--- config.mk ---
export PLATFORM = sky130hd
export DESIGN_NAME = multi_button_debounce_fsm
export DESIGN_NICKNAME = d
export VERILOG_FILES = /design/src/rtl/mbd_pkg.sv /design/src/rtl/multi_button_debounce_fsm.sv
export SDC_FILE = /design/constraint.sdc
export NUM_CORES = 1
export LEC_CHECK = 0
export BUFFER_PORTS_ARGS = -buffer_cell sky130_fd_sc_hd__buf_2
export CAP_MARGIN = 10
export CELL_PAD_IN_SITES_DETAIL_PLACEMENT = 1
export CELL_PAD_IN_SITES_GLOBAL_PLACEMENT = 2
export CORE_MARGIN = 2
export CORE_UTILIZATION = 29
export CTS_CLUSTER_SIZE = 25
export DETAILED_ROUTE_END_ITERATION = 10
export PLACE_DENSITY_LB_ADDON = 0.1
export SETUP_SLACK_MARGIN = 0.5
export SLEW_MARGIN = 20
export SYNTH_ARGS = -nofsm -noshare
export SYNTH_HDL_FRONTEND = slang
export SYNTH_SLANG_ARGS = --single-unit
--- constraint.sdc ---
create_clock -name clock -period 2.2 [get_ports clock]
set_input_delay 0 -clock clock [delete_from_list [all_inputs] [get_ports clock]]
set_output_delay 0 -clock clock [all_outputs]
set_load 0.03 [all_outputs]
--- src/rtl/mbd_pkg.sv ---
package mbd_pkg;

   localparam int BUTTON_COUNT = 2;
   localparam int BUTTON_W = (BUTTON_COUNT > 1) ? $clog2(BUTTON_COUNT) : 1;
   localparam int TICKS_W = 16;
   localparam int CSR_ADDR_W = 4;
   localparam int CSR_DATA_W = 32;

   // item kinds carried in tuser
   localparam logic [1:0] KIND_STEP  = 2'd0;
   localparam logic [1:0] KIND_EDGE  = 2'd1;
   localparam logic [1:0] KIND_TIMER = 2'd2;

   // register word indexes
   localparam logic [1:0] REG_POLL_MASK   = 2'd0;
   localparam logic [1:0] REG_ASYNC_MASK  = 2'd1;
   localparam logic [1:0] REG_DELAY_TICKS = 2'd2;

   // phase codes as reported on the result
   localparam logic [1:0] PHASE_CODE_IDLE       = 2'd0;
   localparam logic [1:0] PHASE_CODE_RECEIVED   = 2'd1;
   localparam logic [1:0] PHASE_CODE_WAITING    = 2'd2;
   localparam logic [1:0] PHASE_CODE_CONFIRMING = 2'd3;

   // per-button handler state
   typedef enum logic [3:0] {
      PH_IDLE       = 4'b0001,
      PH_RECEIVED   = 4'b0010,
      PH_WAITING    = 4'b0100,
      PH_CONFIRMING = 4'b1000
   } phase_type;

   // result word, stable_level in the lowest bit
   typedef struct packed {
      logic [1:0]         phase;
      logic [TICKS_W-1:0] timer_length;
      logic               start_timer;
      logic               status;
      logic               stable_level;
   } rsp_type;

   localparam int RSP_W = $bits(rsp_type);
   localparam int RSP_TDATA_W = ((RSP_W + 7) / 8) * 8;

   function automatic logic [1:0] phase_code(input phase_type ph);
      logic [1:0] code;
      code = PHASE_CODE_IDLE;
      case (ph)
         PH_IDLE:       code = PHASE_CODE_IDLE;
         PH_RECEIVED:   code = PHASE_CODE_RECEIVED;
         PH_WAITING:    code = PHASE_CODE_WAITING;
         PH_CONFIRMING: code = PHASE_CODE_CONFIRMING;
         default:       code = PHASE_CODE_IDLE;
      endcase
      return code;
   endfunction

endpackage

--- src/rtl/multi_button_debounce_fsm.sv ---
// Debouncer for a small set of buttons, each with its own idle / received /
// waiting / confirming handler and a debounced level. One transaction on the
// req_ side names a button and carries a step with the sampled pin level, an
// edge event or a timer expiry (kind in req_tuser); each one yields exactly
// one rsp_ transaction with the button's new stable level, phase, the busy
// status for rejected edge events and, for async buttons, a timer request
// with the configured delay length. The handler update is a single short
// decode done as the transaction is taken, so one transaction is accepted
// every clock while the skid register is empty; its result is registered.
// A two-entry output buffer (result register plus skid register) takes one
// more result while rsp_tready is low; req_tready is low while the skid entry
// is full. Configuration (poll_mask, async_mask, delay_ticks at byte
// addresses 0, 4, 8) must be written only while no transaction is in flight.
module multi_button_debounce_fsm
   import mbd_pkg::*;
(
   input  logic                   clock,
   input  logic                   reset,
   // input transactions
   input  logic                   req_tvalid,
   output logic                   req_tready,
   input  logic [7:0]             req_tdata,   // button, level, zero fill
   input  logic [1:0]             req_tuser,   // kind
   // result transactions
   output logic                   rsp_tvalid,
   input  logic                   rsp_tready,
   output logic [RSP_TDATA_W-1:0] rsp_tdata,   // stable_level, status, start_timer,
                                               // timer_length, phase, zero fill
   // register port
   input  logic                   csr_psel,
   input  logic                   csr_penable,
   input  logic                   csr_pwrite,
   input  logic [CSR_ADDR_W-1:0]  csr_paddr,
   input  logic [CSR_DATA_W-1:0]  csr_pwdata,
   output logic [CSR_DATA_W-1:0]  csr_prdata,
   output logic                   csr_pready
);

   // configuration registers
   logic [BUTTON_COUNT-1:0] poll_mask_ff;
   logic [BUTTON_COUNT-1:0] async_mask_ff;
   logic [TICKS_W-1:0]      delay_ticks_ff;

   // per-button state
   phase_type phase_ff [BUTTON_COUNT];
   logic      level_ff [BUTTON_COUNT];

   // output buffer
   rsp_type out_ff, skid_ff, out_in, skid_in;
   logic    out_valid_ff, skid_valid_ff, out_valid_in, skid_valid_in;

   // decode of the incoming transaction
   logic [BUTTON_W-1:0] btn;
   logic                smp;
   logic                req_fire;
   logic                csr_wr;
   phase_type           ph_cur, ph_new;
   logic                lvl_cur, lvl_new;
   rsp_type             res;

   assign btn      = req_tdata[BUTTON_W-1:0];
   assign smp      = req_tdata[BUTTON_W];
   assign req_fire = req_tvalid && req_tready;
   assign csr_wr   = csr_psel && csr_penable && csr_pwrite && csr_pready;

   // ---------------------------------------------------------------
   // register port
   // ---------------------------------------------------------------
   assign csr_pready = 1'b1;

   always_comb begin
      csr_prdata = '0;
      case (csr_paddr[3:2])
         REG_POLL_MASK:   csr_prdata = CSR_DATA_W'(poll_mask_ff);
         REG_ASYNC_MASK:  csr_prdata = CSR_DATA_W'(async_mask_ff);
         REG_DELAY_TICKS: csr_prdata = CSR_DATA_W'(delay_ticks_ff);
         default:         csr_prdata = '0;
      endcase
   end

   always_ff @(posedge clock) begin
      if (reset) begin
         poll_mask_ff   <= '1;
         async_mask_ff  <= '0;
         delay_ticks_ff <= TICKS_W'(20);
      end else if (csr_wr) begin
         case (csr_paddr[3:2])
            REG_POLL_MASK:   poll_mask_ff   <= csr_pwdata[BUTTON_COUNT-1:0];
            REG_ASYNC_MASK:  async_mask_ff  <= csr_pwdata[BUTTON_COUNT-1:0];
            REG_DELAY_TICKS: delay_ticks_ff <= csr_pwdata[TICKS_W-1:0];
            default: ;
         endcase
      end
   end

   // ---------------------------------------------------------------
   // handler update for the addressed button
   // ---------------------------------------------------------------
   always_comb begin
      ph_cur           = phase_ff[btn];
      lvl_cur          = level_ff[btn];
      ph_new           = ph_cur;
      lvl_new          = lvl_cur;
      res.status       = 1'b0;
      res.start_timer  = 1'b0;
      res.timer_length = '0;
      case (req_tuser)
         KIND_STEP: begin
            case (ph_cur)
               PH_IDLE: begin
                  // polled buttons start a debounce on a level change
                  if (poll_mask_ff[btn] && (smp != lvl_cur)) ph_new = PH_RECEIVED;
               end
               PH_RECEIVED: begin
                  if (async_mask_ff[btn]) begin
                     res.start_timer  = 1'b1;
                     res.timer_length = delay_ticks_ff;
                     ph_new           = PH_WAITING;
                  end else begin
                     ph_new = PH_CONFIRMING;
                  end
               end
               PH_CONFIRMING: begin
                  // adopt a differing sample, else settle back to idle
                  if (smp != lvl_cur) lvl_new = smp;
                  else                ph_new  = PH_IDLE;
               end
               default: ;
            endcase
         end
         KIND_EDGE: begin
            // busy buttons reject edge events
            if (ph_cur != PH_IDLE) res.status = 1'b1;
            else                   ph_new     = PH_RECEIVED;
         end
         KIND_TIMER: ph_new = PH_CONFIRMING;
         default: ;
      endcase
      res.stable_level = lvl_new;
      res.phase        = phase_code(ph_new);
   end

   always_ff @(posedge clock) begin
      if (reset) begin
         for (int i = 0; i < BUTTON_COUNT; i++) begin
            phase_ff[i] <= PH_IDLE;
            level_ff[i] <= 1'b0;
         end
      end else if (req_fire) begin
         phase_ff[btn] <= ph_new;
         level_ff[btn] <= lvl_new;
      end
   end

   // ---------------------------------------------------------------
   // output register with skid entry
   // ---------------------------------------------------------------
   assign req_tready = !skid_valid_ff;

   always_comb begin
      out_in        = out_ff;
      skid_in       = skid_ff;
      out_valid_in  = out_valid_ff;
      skid_valid_in = skid_valid_ff;
      if (out_valid_ff && rsp_tready) out_valid_in = 1'b0;
      if (skid_valid_ff) begin
         // no new transaction can arrive while the skid entry is full
         if (rsp_tready) begin
            out_in        = skid_ff;
            out_valid_in  = 1'b1;
            skid_valid_in = 1'b0;
         end
      end else if (req_fire) begin
         if (!out_valid_ff || rsp_tready) begin
            out_in       = res;
            out_valid_in = 1'b1;
         end else begin
            skid_in       = res;
            skid_valid_in = 1'b1;
         end
      end
   end

   always_ff @(posedge clock) begin
      if (reset) begin
         out_valid_ff  <= 1'b0;
         skid_valid_ff <= 1'b0;
      end else begin
         out_valid_ff  <= out_valid_in;
         skid_valid_ff <= skid_valid_in;
      end
      out_ff  <= out_in;
      skid_ff <= skid_in;
   end

   assign rsp_tvalid = out_valid_ff;
   assign rsp_tdata  = RSP_TDATA_W'(out_ff);

endmodule

==> results.md <==
- Status: completed
- Fmax: 488 MHz
- Main synth FF type: edfxtp_1
- Crit path max fanout: 3
- Most numerous cell in the Yosys netlist: edfxtp_1
- Top cells by instance count after synthesis: 52 x edfxtp_1, 51 x nand2_1, 22 x and2_1, 22 x dfxtp_1, 20 x buf_4
- CP endpoint kind: register
- Hold/Removal Path Class: input pin to register
- Clk slew on worst S/H paths: 0.06 ns
- Post-route cell area: 4990 µm²
- Drt initial violations: 145
- Syn Area/Cell: 11.4 µm²
- FF+latch count, synth: 74
- Reg2reg start: phase_ff[0][1]$_SDFFCE_PN0P_
- Cells after Synth: 312
- RePlAce Congestion: 0.759
- Unique masters post-synth: 47
- Full die area: 13200 µm²
- H-tree Lvls: 3
- Max Transition Viols Final: 0
- Synth top area share: 43.8%
- DR WL/cell: 15.7 µm
- Clock Power Share: 43.6%
- Crit share post-route: 93.1%
- Largest area contributor in the netlist: edfxtp_1
- Largest net degree at the start of global routing: 22
- # rows: 40
- Setup WS post-layout: 0.152 ns
- Power per cell area: 731 nW/µm²
- Post-route ant nets: 0
- Data required time at the worst endpoint: 2.34 ns
- Lkg Pwr: 2.10 nW
- Core area: 12000 µm²
- TNS Setup: 0 ns
- Slowest stage delay, CP: 0.42 ns
- Part of the power in registers: 42.8%
- HPWL after DPL: 5950 µm
- Min-Delay Endpoint: async_mask_ff[1]$_SDFFE_PP0P_
- Switching Share: 25.4%
- Relative slew margins: 64.9%
- CTS tree: yes
- Final setup viols: 0
- Clock buffer depth: 2
- Slew @ Worst Pin: 0.512 ns
- Final Non-Filler Cells: 571
- Logic gate share of total power: 13.6%
- Initial antenna violation count: 0
- Pre-CTS worst setup slack: 0.113 ns
- Syn Std Cell Area: 3570 µm²
- Starting Density: 29.7%
- Die width: 115 µm
- Worst hold slack: 0.0216 ns
- Total GRT Usage: 14.0%
- Syn-to-layout area delta: 39.8%
- Asr flop ratio synth: 0%
- WL final: 8970 µm
- Post-synth EDFFs: 52
- Slowest-stage cell, CP: edfxtp_1
- Root Buffer: clkbuf_16
- Nets: 472
- Clk Latency, worst-skew pair: 0.33 ns
- Layout cells sized above 1: 43.2%
- FF-to-FF path depth: 5
- Hold Crit Depth: 3
- Worst path arrival time: 2.19 ns
- Seq/Total Area, Yosys: 56.1%
- # diodes: 0
- Sink Count: 74
- Number of buffers created by CTS: 9
- Vias in the first global route: 2634
- Via Count: 2550
- Cell Chain, Critical Path: mux2_4, or3_4, o32ai_4, xnor2_2, o41ai_4
- Leading post-synthesis cells by cell area: edfxtp_1 44%, dfxtp_1 12%, mux2_2 6.0%
- Final Hold Fails: 0
- Drt first pass iters: 4
- Buffers on Ports: 67
- Ys Warns: 0
- Grt ovf: 0
- Reg2reg end: rsp_tdata[20]$_DFFE_PP_
- Dpl cell area: 4080 µm²
- Reg-to-reg slack, setup: 0.15 ns
- Minimum clock period: 2.05 ns
- Placed insts: 524
- Hold Crit Start: csr_paddr[2]
- Worst Clk Skew: 0.00690 ns
- RSZ-0062 raised after global routing: true
- Switch Pwr: 0.927 mW
- Die Y: 115 µm
- DR DRC count: 0
- First-pass GRT wire length: 14000 µm
- CP Class: register to register
- Max_cap viols: 0
- Num ports: 112
- Int Pwr: 2.72 mW
- Vias/cell: 4.47
- Critical path launch point type: register
- Peak supply drop: 0.000255 V
## through the flow
step / total power, mW / util [%]
2_1_floorplan: 1.89 / -
3_3_place_gp: 1.98 / 34.0
3_5_place_dp: 1.98 / 34.0
4_1_cts: 3.65 / 40.4
5_1_grt: 3.79 / 41.5
6_report: 3.65 / 41.5
## how the worst max path moves through the flow
| stage | startpoint | endpoint | slack (ns) | cells after the start |
|---|---|---|---|---|
| after floorplan | phase_ff[0][0]$_SDFFCE_PN1P_ | rsp_tdata[20]$_DFFE_PP_ | 0.18 | 6 |
| after global placement | level_ff[0]$_SDFFCE_PN0P_ | rsp_tdata[19]$_DFFE_PP_ | 0.06 | 6 |
| after detailed placement | phase_ff[0][1]$_SDFFCE_PN0P_ | rsp_tdata[19]$_DFFE_PP_ | 0.11 | 5 |
| after CTS | phase_ff[0][1]$_SDFFCE_PN0P_ | rsp_tdata[20]$_DFFE_PP_ | 0.15 | 5 |
| after global routing | phase_ff[0][1]$_SDFFCE_PN0P_ | rsp_tdata[20]$_DFFE_PP_ | 0.09 | 5 |
| final | phase_ff[0][1]$_SDFFCE_PN0P_ | rsp_tdata[20]$_DFFE_PP_ | 0.15 | 5 |
## critical path: cells and delay by family, from the launching register on
kind | cells | cell delay [ns]
DFF | 1 | 0.42
xor gates and xnor gates | 1 | 0.14
muxes | 1 | 0.31
and+or+nand+nor | 1 | 0.39
AOI/OAI and AO/OA | 2 | 0.59
## final cells by class
| class | instances | area [µm²] |
|---|---|---|
| clock inverters | 6 | 90.1 |
| clock buffers | 10 | 229 |
| multi-input cells | 216 | 1680 |
| fillers | 1298 | 7020 |
| repair buffers | 111 | 778 |
| well taps | 147 | 184 |
| inverters | 7 | 26.3 |
| flip-flops and latches | 74 | 2000 |
## kinds of logic after synthesis
family          Yosys count  synth area share (%)
simple gates            125                  18.4
flops                    74                  56.1
buf+inv                  40                  6.94
compound gates           37                  7.82
mux                      29                  9.33
xor+xnor                  5                  1.23
other cells               2                 0.210
## power groups by stage
stage               registers [mW]  clock network [mW]  logic (mW)
floorplan                     1.64                   0       0.246
global placement              1.59                   0       0.395
detailed placement            1.59                   0       0.395
CTS                           1.56                1.63       0.458
global route                  1.57                1.69       0.530
finish                        1.56                1.59       0.495
## registers in the layout, indices dropped and copies added (netlist names)
name	count
async_mask_ff	2
phase_ff	8
rsp_tvalid	1
rsp_tdata	21
skid_valid_ff	1
delay_ticks_ff	16
skid_ff	21
poll_mask_ff	2
level_ff	2
## what timing repair did
action | in CTS | in global routing
endpoints found under the setup margin | 50 | 61
setup buffers | 9 | 3
pin swaps | 8 | 12
cloned | 2 | 0
gates resized for setup | 39 | 24
hold buffers | 17 | 0
hold endpoints to repair | 21 | 0
## cells in the final DEF (no fill, tap or decap), drive strengths merged, types with 10 or more instances in the layout
cell type and n:
nand2 51, dlygate4sd3 17, edfxtp 52, buf 94, nor2 15, clkbuf 10
mux2 22, dfxtp 22, and2 30, a21oi 19, conb 20
## routing by layer
layer  share of wire, %  global-route usage, %  wire, µm
met4                1.9                   5.30       169
met5                  0                      0         0
met1                 48                   18.8      4290
met3                3.7                   3.27       331
met2                 47                   22.0      4180
Note: power is estimated with default switching activity, not from simulation.
